--- src/rtl/core/variable_length_bit_packer_assert.svh ---
// Assertion macros for the variable-length bit packer.
`ifndef VARIABLE_LENGTH_BIT_PACKER_ASSERT_SVH
`define VARIABLE_LENGTH_BIT_PACKER_ASSERT_SVH

// Same-cycle implication, sampled on clk, ignored while in reset.
`define VLBP_ASSERT_NOW(lbl, ante, cons) \
  lbl: assert property (@(posedge clk) disable iff (!rst_n) (ante) |-> (cons)) \
    else $error("vlbp assertion failed");

// Next-cycle implication, sampled on clk, ignored while in reset.
`define VLBP_ASSERT_NEXT(lbl, ante, cons) \
  lbl: assert property (@(posedge clk) disable iff (!rst_n) (ante) |=> (cons)) \
    else $error("vlbp assertion failed");

`endif

--- src/rtl/core/vlbp_pkg.sv ---
// Package for the variable-length bit packer: constants, result struct, helpers.
package vlbp_pkg;

  localparam int unsigned ByteBits  = 8;
  localparam int unsigned ValBits   = 64;
  localparam int unsigned LenBits   = 7;
  localparam int unsigned PendBits  = ByteBits - 1;
  localparam int unsigned CntBits   = 3;
  localparam int unsigned NbBits    = 4;
  localparam int unsigned WinBits   = ValBits + ByteBits;

  localparam logic [LenBits-1:0] MaxLen = 7'd64;

  typedef enum logic {
    OP_WRITE = 1'b0,
    OP_FLUSH = 1'b1
  } opcode_t;

  typedef struct packed {
    logic [ValBits-1:0]  bytes;     // completed bytes, first in [63:56]
    logic [NbBits-1:0]   nbytes;    // 0..8
    logic [PendBits-1:0] pend_bits;
    logic [CntBits-1:0]  pend_cnt;
  } pack_res_t;

  function automatic logic [ValBits-1:0] bit_rev(input logic [ValBits-1:0] v);
    logic [ValBits-1:0] r;
    for (int i = 0; i < ValBits; i++) begin
      r[i] = v[ValBits-1-i];
    end
    return r;
  endfunction

endpackage

--- src/rtl/core/vlbp_pack.sv ---
// Single-pass packing logic: lines up pending and new bits, splits off whole bytes.
module vlbp_pack (
  input  logic                             opcode,
  input  logic [vlbp_pkg::ValBits-1:0]     value,
  input  logic [vlbp_pkg::LenBits-1:0]     length,
  input  logic [vlbp_pkg::PendBits-1:0]    pend_bits,
  input  logic [vlbp_pkg::CntBits-1:0]     pend_cnt,
  output vlbp_pkg::pack_res_t              res
);
  import vlbp_pkg::*;

  logic [LenBits-1:0]  eff_len;
  logic [ValBits-1:0]  rev_m;
  logic [PendBits-1:0] pend_al;
  logic [WinBits-1:0]  win;
  logic [WinBits-1:0]  tail;
  logic [LenBits-1:0]  total;
  logic [CntBits-1:0]  rem;
  logic [NbBits-1:0]   nb;
  logic [ByteBits-1:0] tail_byte;

  always_comb begin
    // Flush behaves as a zero-length write, then emits any pending bits as one zero-padded byte and clears them.
    if (opcode == OP_FLUSH) begin
      eff_len = '0;
    end else if (length > MaxLen) begin
      eff_len = MaxLen;
    end else begin
      eff_len = length;
    end

    // Value bit 0 goes first, so reverse and keep the top eff_len bits.
    rev_m   = bit_rev(value) & ~({ValBits{1'b1}} >> eff_len);
    pend_al = pend_bits << (CntBits'(PendBits) - pend_cnt);
    win     = {pend_al, {(WinBits-PendBits){1'b0}}}
            | ({rev_m, {ByteBits{1'b0}}} >> pend_cnt);

    total = {{(LenBits-CntBits){1'b0}}, pend_cnt} + eff_len;
    rem   = total[CntBits-1:0];

    tail      = win << ({total[LenBits-1:CntBits], 3'b000});
    tail_byte = tail[WinBits-1 -: ByteBits];

    res.bytes = win[WinBits-1 -: ValBits];
    if (opcode == OP_FLUSH) begin
      nb            = (pend_cnt != '0) ? NbBits'(1) : '0;
      res.pend_bits = '0;
      res.pend_cnt  = '0;
    end else begin
      nb            = total[LenBits-1:CntBits];
      res.pend_bits = PendBits'(tail_byte >> (NbBits'(ByteBits) - {1'b0, rem}));
      res.pend_cnt  = rem;
    end
    res.nbytes = nb;
  end

endmodule

--- src/rtl/core/variable_length_bit_packer.sv ---
// Top level of the variable-length bit packer: input register, packing, byte output buffer.
//
// Packs write requests (up to 64 value bits, bit 0 first) into bytes filled
// from bit 7 down; a flush request pads pending bits with zeros and emits one
// byte, or nothing if no bits are pending. The last byte of each request has
// out_last_of_item set. Requests pass through an input register, are packed
// combinationally and land in an eight-byte output buffer that drains one byte
// per cycle while out_stall is low. A request that yields n bytes (up to 8 for
// a 64-bit write) holds the output buffer until all n have been taken. A
// request that yields no byte never waits for the output. The next request is
// taken while the buffer still drains, and moves into the buffer as its last
// byte leaves. An accepted request is registered in the input register and
// then in the output buffer, which drives its first byte.
module variable_length_bit_packer (
  input  logic                          clk,
  input  logic                          rst_n,
  input  logic                          in_valid,
  output logic                          in_stall,
  input  logic                          in_opcode,
  input  logic [vlbp_pkg::ValBits-1:0]  in_value,
  input  logic [vlbp_pkg::LenBits-1:0]  in_length,
  output logic                          out_valid,
  input  logic                          out_stall,
  output logic [vlbp_pkg::ByteBits-1:0] out_byte,
  output logic                          out_last_of_item
);
  import vlbp_pkg::*;

  `include "variable_length_bit_packer_assert.svh"

  // input register
  logic                in_vld_r;
  logic                op_r;
  logic [ValBits-1:0]  val_r;
  logic [LenBits-1:0]  len_r;

  // packing state
  logic [PendBits-1:0] pend_bits_r;
  logic [CntBits-1:0]  pend_cnt_r;

  // output buffer: bytes left to send, next one in the top byte
  logic [ValBits-1:0]  buf_data_r;
  logic [NbBits-1:0]   buf_left_r;

  pack_res_t res;
  logic      in_accept;
  logic      out_take;
  logic      buf_free;
  logic      s1_go;

  vlbp_pack u_pack (
    .opcode    (op_r),
    .value     (val_r),
    .length    (len_r),
    .pend_bits (pend_bits_r),
    .pend_cnt  (pend_cnt_r),
    .res       (res)
  );

  assign out_valid        = (buf_left_r != '0);
  assign out_byte         = buf_data_r[ValBits-1 -: ByteBits];
  assign out_last_of_item = (buf_left_r == NbBits'(1));
  assign out_take         = out_valid && !out_stall;

  // Buffer can take a new request when empty or when its last byte leaves now.
  assign buf_free  = (buf_left_r == '0) || (out_last_of_item && !out_stall);
  // A request with no bytes only updates the state and never waits.
  assign s1_go     = in_vld_r && ((res.nbytes == '0) || buf_free);
  assign in_stall  = in_vld_r && !s1_go;
  assign in_accept = in_valid && !in_stall;

  always_ff @(posedge clk) begin
    if (!rst_n) begin
      in_vld_r <= 1'b0;
    end else if (in_accept) begin
      in_vld_r <= 1'b1;
    end else if (s1_go) begin
      in_vld_r <= 1'b0;
    end
  end

  always_ff @(posedge clk) begin
    if (in_accept) begin
      op_r  <= in_opcode;
      val_r <= in_value;
      len_r <= in_length;
    end
  end

  // Pending bits commit as the request leaves the input register, in order.
  always_ff @(posedge clk) begin
    if (!rst_n) begin
      pend_bits_r <= '0;
      pend_cnt_r  <= '0;
    end else if (s1_go) begin
      pend_bits_r <= res.pend_bits;
      pend_cnt_r  <= res.pend_cnt;
    end
  end

  always_ff @(posedge clk) begin
    if (!rst_n) begin
      buf_left_r <= '0;
    end else if (s1_go && (res.nbytes != '0)) begin
      buf_left_r <= res.nbytes;
    end else if (out_take) begin
      buf_left_r <= buf_left_r - NbBits'(1);
    end
  end

  always_ff @(posedge clk) begin
    if (s1_go && (res.nbytes != '0)) begin
      buf_data_r <= res.bytes;
    end else if (out_take) begin
      buf_data_r <= buf_data_r << ByteBits;
    end
  end

  // A taken byte that is not the last of its request is followed by another.
  `VLBP_ASSERT_NEXT(a_more_bytes, out_take && !out_last_of_item, out_valid)
  // Unused pending bits stay zero; an empty accumulator holds no bits.
  `VLBP_ASSERT_NOW(a_pend_clean, pend_cnt_r == '0, pend_bits_r == '0)
  // A request that yields bytes shows them on the next cycle.
  `VLBP_ASSERT_NEXT(a_buf_loaded, s1_go && (res.nbytes != '0), out_valid)
  // Buffer never holds more than eight bytes.
  `VLBP_ASSERT_NOW(a_buf_bound, 1'b1, buf_left_r <= NbBits'(ByteBits))

endmodule

--- config.mk ---
export PLATFORM = sky130hd
export DESIGN_NAME = variable_length_bit_packer
export DESIGN_NICKNAME = d
export VERILOG_FILES = /design/src/rtl/core/vlbp_pkg.sv /design/src/rtl/core/vlbp_pack.sv /design/src/rtl/core/variable_length_bit_packer.sv
export VERILOG_INCLUDE_DIRS = /design/src /design/src/rtl/core
export SDC_FILE = /design/constraint.sdc
export NUM_CORES = 1
export LEC_CHECK = 0
export BUFFER_PORTS_ARGS = -buffer_cell sky130_fd_sc_hd__buf_2
export CORE_MARGIN = 3
export CORE_UTILIZATION = 55
export DETAILED_ROUTE_END_ITERATION = 12
export GPL_TIMING_DRIVEN = 0
export HOLD_SLACK_MARGIN = 0.1
export PLACE_DENSITY_LB_ADDON = 0.12
export SYNTH_ARGS = -nofsm -noshare
export SYNTH_HDL_FRONTEND = slang
export SYNTH_HIERARCHICAL = 1
export SYNTH_SLANG_ARGS = --single-unit
export TNS_END_PERCENT = 10
--- constraint.sdc ---
create_clock -name clk -period 9.3 [get_ports clk]
set_clock_uncertainty 0.15 [all_clocks]
set_input_delay 2.325 -clock clk [delete_from_list [all_inputs] [get_ports clk]]
set_output_delay 2.325 -clock clk [all_outputs]
set_load 0.005 [all_outputs]
== After elaboration in Yosys (flattened, before gate mapping) ==
Cells that the tools add are included.

* RAM bits: 0
* Bits of input ports: 76
* Bits in read-only memories: 0
* Latch bits: 0
* Output and inout port bits: 11
* Bits in registers: 151
* Memories kept: 0
* Logic and storage cells: 51

* Muxes and demuxes: 11
* Equal/unequal tests: 1
* Add/sub/neg operators: 4
* Multipliers: 0
* Reduce and logical (&&, ||, !) cells: 18
* Magnitude comparators: 1
* Bitwise operators: 3
* Shift operators: 5
* Div/mod/pow operators: 0

{| class="wikitable"
|+ Operators by type and width
! operator !! count
|-
| $mux W64 || 2
|-
| $or A72 B72 Y72 || 1
|-
| $shl A72 B7 Y72 || 1
|-
| $shr A72 B3 Y72 || 1
|-
| $and A64 B64 Y64 || 1
|-
| $not A64 Y64 || 1
|-
| $shr A64 B7 Y64 const A || 1
|-
| $mux W7 || 2
|-
| $mux W4 || 3
|-
| $mux W10 || 1
|-
| $logic_not A4 Y1 || 2
|-
| $reduce_bool A4 Y1 || 2
|-
| $shr A8 B4 Y7 || 1
|-
| $add A3 B7 Y7 || 1
|-
| $gt A7 B7 Y1 const B || 1
|-
| $shl A7 B3 Y7 || 1
|-
| $logic_and A1 B1 Y1 || 6
|-
| $eq A4 B1 Y1 const B || 1
|-
| $reduce_bool A2 Y1 || 2
|-
| $sub A4 B1 Y4 const B || 1
|-
| $sub A4 B3 Y4 const A || 1
|-
| $logic_not A1 Y1 || 3
|-
| $mux W1 || 3
|-
| $reduce_bool A3 Y1 || 1
|-
| other kinds (2) || 3
|}

== Depth between registers and ports, before layout ==
* Depth after elaboration: 13
* Gate-level depth with buffers: 21
* Depth with buffers taken out: 16

== Cells and area by module ==
Netlist, hierarchy kept.

{| class="wikitable"
|+ Modules (own cells, without submodules)
! module !! sequential area each (µm²) !! cells an instance !! instances !! area an instance (µm²)
|-
| vlbp_pack || 0.0 || 840 || 1 || 5799.3
|-
| variable_length_bit_packer || 4384.2 || 433 || 1 || 5728.0
|}

== Worst setup path before layout ==
Ideal clock, no wire load.

* Path type: reg-to-reg
* Start point: register pend_cnt_r[1]
* End point: register len_r[0], enable pin
* Buffers on the path: 5
* Setup time: 0.510 ns
* Data required time: 8.640 ns
* Cell stages (with the launch flop): 14
* Arrival: 6.498 ns
* Path slack: 2.142 ns
* Clock period less this slack: 7.158 ns
* Cell sequence: dfxtp_1 -> buf_2 -> buf_1 -> clkbuf_1 -> clkbuf_1 -> xnor2_1 -> ha_1 -> o311a_1 -> xor2_2 -> inv_2 -> buf_2 -> o41ai_1 -> nor2_1 -> nor2b_1

{| class="wikitable"
|+ RTL lines
! element !! RTL line !! source
|-
| start, declared || variable_length_bit_packer.sv:39 || <nowiki>logic [CntBits-1:0] pend_cnt_r;</nowiki>
|-
| start signal, assigned || variable_length_bit_packer.sv:97 || <nowiki>pend_cnt_r <= res.pend_cnt;</nowiki>
|-
| end signal, assigned || variable_length_bit_packer.sv:86 || <nowiki>len_r <= in_length;</nowiki>
|-
| end, declared || variable_length_bit_packer.sv:35 || <nowiki>logic [LenBits-1:0] len_r;</nowiki>
|}

==> flow_summary.yaml <==
grt:
  grt_use_total_pct: 43.2
  grt_first_pass_wirelength_um: 72500
  antenna_found_initial: 0
  grt_max_degree: 43
  grt_pass1_vias: 11400
  gr-total-overflow: 0
synthesis:
  syn_nets: 1354
  yosysUniqueCellTypes: 106
  syn_area_per_cell_um2: 9.06
  ys.warnings.count: 6
  async_reset_ff_share_pct: 0
  synthCells: 1273
  synth.cell_area_um2: 11500
  synthFlopType: "edfxtp_1"
  ys_seq_area_share_pct: 38.0
  synth_seq_cells: 151
  synth-edff-count: 136
worst_setup_path:
  timing.rr.end: "val_r[63]"
  crit_required_ns: 6.83
  ff2ff_path_depth: 15
  cp_common_cell: "buf_2"
  endpoint_kind: "output port"
  r2r_slack_ns: 2.79
  worst_path_max_delay_cell: "clkbuf_1"
  arrival_ns: 5.56
  start_kind: "register"
  endpoint: "in_stall"
  critPathMaxStageDelay_ns: 0.53
  r2r_start: "op_r"
  crit_chain: "buf_2 -> buf_2 -> buf_2 -> buf_2 -> nor3_1 -> ha_1 -> nor3b_2 -> a31oi_2 -> xnor2_2 -> clkbuf_1 -> mux2i_1 -> o41ai_1 -> nor2_1 -> buf_2"
  path_max_fanout: 10
  critPathLaunch: "op_r"
  path_class: "reg -> out"
timing:
  worst_slew_pin_slew_ns: 1.57
  fmax_ghz: 0.124
  slew_headroom_pct: -5.10
  rsz0062_at_grt: "false"
  final_hold_viol_count: 0
  setup_tns_ns: 0
  finalCritPeriodShare_pct: 86.4
  period_minus_slack_ns: 8.04
  finalWorstSetupSlack_ns: 1.26
  drv_slew: 5
  setup_violations: 0
clock_network:
  clk_pin_slew_ns: 0.06
  cts_root_buf: "clkbuf_16"
  cts_resized: 0
  cts.sinks: 151
  cts_hold_buf: 0
  cts_buffer_depth: 2
  clkLatencyLatePin_ns: 0.43
  htree_levels: 4
  numCtsBuffers: 17
  cts_tree: "yes"
  cts_setup_buffers: 0
power:
  p_leak_nw: 5.01
  total_power_mw: 2.57
  vdd_drop_max_v: 0.000122
  power.density_nw_per_um2: 199
route:
  viasPerCell: 7.42
  wl_per_cell_um: 29.7
  dr_wl_met3_um: 7480
  wl_met1_um: 17800
  ant_nets: 0
  drc_errors: 0
  wl_um: 49400
  drt_first_pass_iters: 8
  drt_iter0_drc: 2505
  wl_met2_um: 20400
  vias: 12300
  highest_layer: "met4"
place:
  dpl_cell_area_um2: 12400
  pre_cts_slack_ns: 2.03
  hpwl_um: 37300
  port_buffers: 86
  placed_cells: 1632
  place_congestion: 1.11
floorplanning:
  io-pin-count: 87
  placementRows: 52
  die-area_um2: 22700
  design.core.area_um2: 20400
  die_w_um: 151
  initial_core_util_pct: 56.4
  die_y_um: 151
final_layout:
  final_area_um2: 12900
  drive_above_1_share_pct: 18.8
  syn_to_final_growth_pct: 12.0
  nNetsFinal: 1462
  antenna_cells: 0
  final_cells: 1664
worst_hold_path:
  hp-class: "reg -> reg"
outcome:
  status: "finished with violations"
  violations: "capacitance limit, slew limit"
flow_run:
  maxCapViolations: 1
state kept, by name, indices dropped and copies added (netlist names):
signal       count
in_vld_r         1
buf_data_r      64
pend_bits_r      7
val_r           64
buf_left_r       4
len_r            7
pend_cnt_r       3
op_r             1
cell usage in the layout, fill, tap and decap left out, types with 8 or more instances in the layout:
cell and instances:
a32oi_1 12, nand3_1 32, edfxtp_1 136, a21o_1 9
nor2_1 67, or2_2 9, o32ai_1 13, buf_4 16
o211a_1 11, nor3_1 39, inv_1 29, a2111oi_0 11
o211ai_1 26, and2_1 20, o21a_1 10, a31oi_1 14
a211o_1 9, a21oi_1 44, o21ai_0 37, buf_2 133
nand2b_1 8, nor2b_1 15, a211oi_1 31, o22ai_1 23
a22oi_1 11, clkbuf_16 17, dfxtp_1 15, clkbuf_1 41
and3_1 8, a32o_1 8, nor4_1 10, nand2_1 248
mux4_2 12, mux2i_1 43, buf_1 8
cells in the mapped netlist, drive strengths merged (6+ instances only):
library cell,n,area [um2]
nor2,71,277
a211oi,33,258
a2111oi,18,186
mux2,7,78.8
dfxtp,15,300
a32o,8,80.1
a21oi,44,220
o31ai,6,58.8
a311oi,8,76.3
mux2i,43,430
a31o,7,61.3
nor4,12,96.3
clkbuf,39,146
o32ai,15,146
a21o,9,67.6
a221oi,6,52.6
nor3,41,221
inv,32,120
or2,15,93.8
o21a,10,75.1
edfxtp,136,4080
o211ai,27,208
nor3b,6,55.1
a22oi,11,82.6
a31oi,15,100
o21ai,41,205
o22ai,23,144
nand3,32,160
a32oi,14,138
o41ai,6,67.6
o211a,11,110
a211o,9,78.8
mux4,12,270
and2,20,125
buf,75,437
nand2b,9,56.3
nand2,248,931
and3,8,50.1
nor2b,16,100
report_power, final:
| part | total [mW] | switching (mW) | internal, mW |
|---|---|---|---|
| logic | 0.849 | 0.566 | 0.283 |
| clock network | 0.679 | 0.308 | 0.371 |
| registers | 1.04 | 0.0686 | 0.974 |
| total | 2.57 | 0.943 | 1.63 |
cells by family after synthesis:
| group | Yosys count | share of synthesized area, % |
|---|---|---|
| XOR/XNOR | 8 | 0.738 |
| AO/OA/AOI/OAI | 384 | 26.0 |
| AND/OR/NAND/NOR | 516 | 21.8 |
| flip-flops | 151 | 38.0 |
| buffers and inverters | 147 | 6.13 |
| adder cells (fa/ha/maj) | 5 | 0.543 |
| multiplexers | 62 | 6.76 |
critical path, delay by kind of cell (launching register included):
family          cells  cell delay, ns
xor+xnor            1            0.51
simple gates        3            0.69
compound gates      2            0.72
buf+inv             6            2.09
flops               1            0.41
mux                 1            0.30
fa+ha+maj           1            0.39
area by class of cell:
class / count / area [um2]
fill: 1777 / 7520
multi-input combinational: 975 / 6450
sequential: 151 / 4380
buffer: 114 / 583
timing repair buffer: 89 / 475
clock buffer: 19 / 433
tap: 270 / 338
inverter: 33 / 124
clock inverter: 13 / 121
metal layers:
metal | vias up | track usage [%]
li1 | 5112 | -
met2 | 1244 | 62.8
met5 | - | 0
met4 | 0 | 25.1
met1 | 5687 | 58.0
met3 | 301 | 11.8
how the worst min path moves through the flow:
stage,slack (ns),cells past startpoint,start,to
final,0.32,2,pend_cnt_r[1],pend_cnt_r[1]
after CTS,0.33,2,pend_cnt_r[1],pend_cnt_r[1]
after detailed placement,0.32,2,pend_cnt_r[1],pend_cnt_r[1]
after global placement,0.30,2,pend_cnt_r[1],pend_cnt_r[1]
after global routing,0.37,2,pend_bits_r[2],pend_bits_r[2]
after floorplan,0.29,2,pend_cnt_r[1],pend_cnt_r[1]
stage by stage:
step	util (%)	hold WS (ns)
after detailed placement	60.5	0.319
after floorplan	-	0.295
after global routing	63.2	0.368
after CTS	63.2	0.329
final	63.2	0.323
after global placement	60.2	0.304
Power figures use the tool's default switching activity.
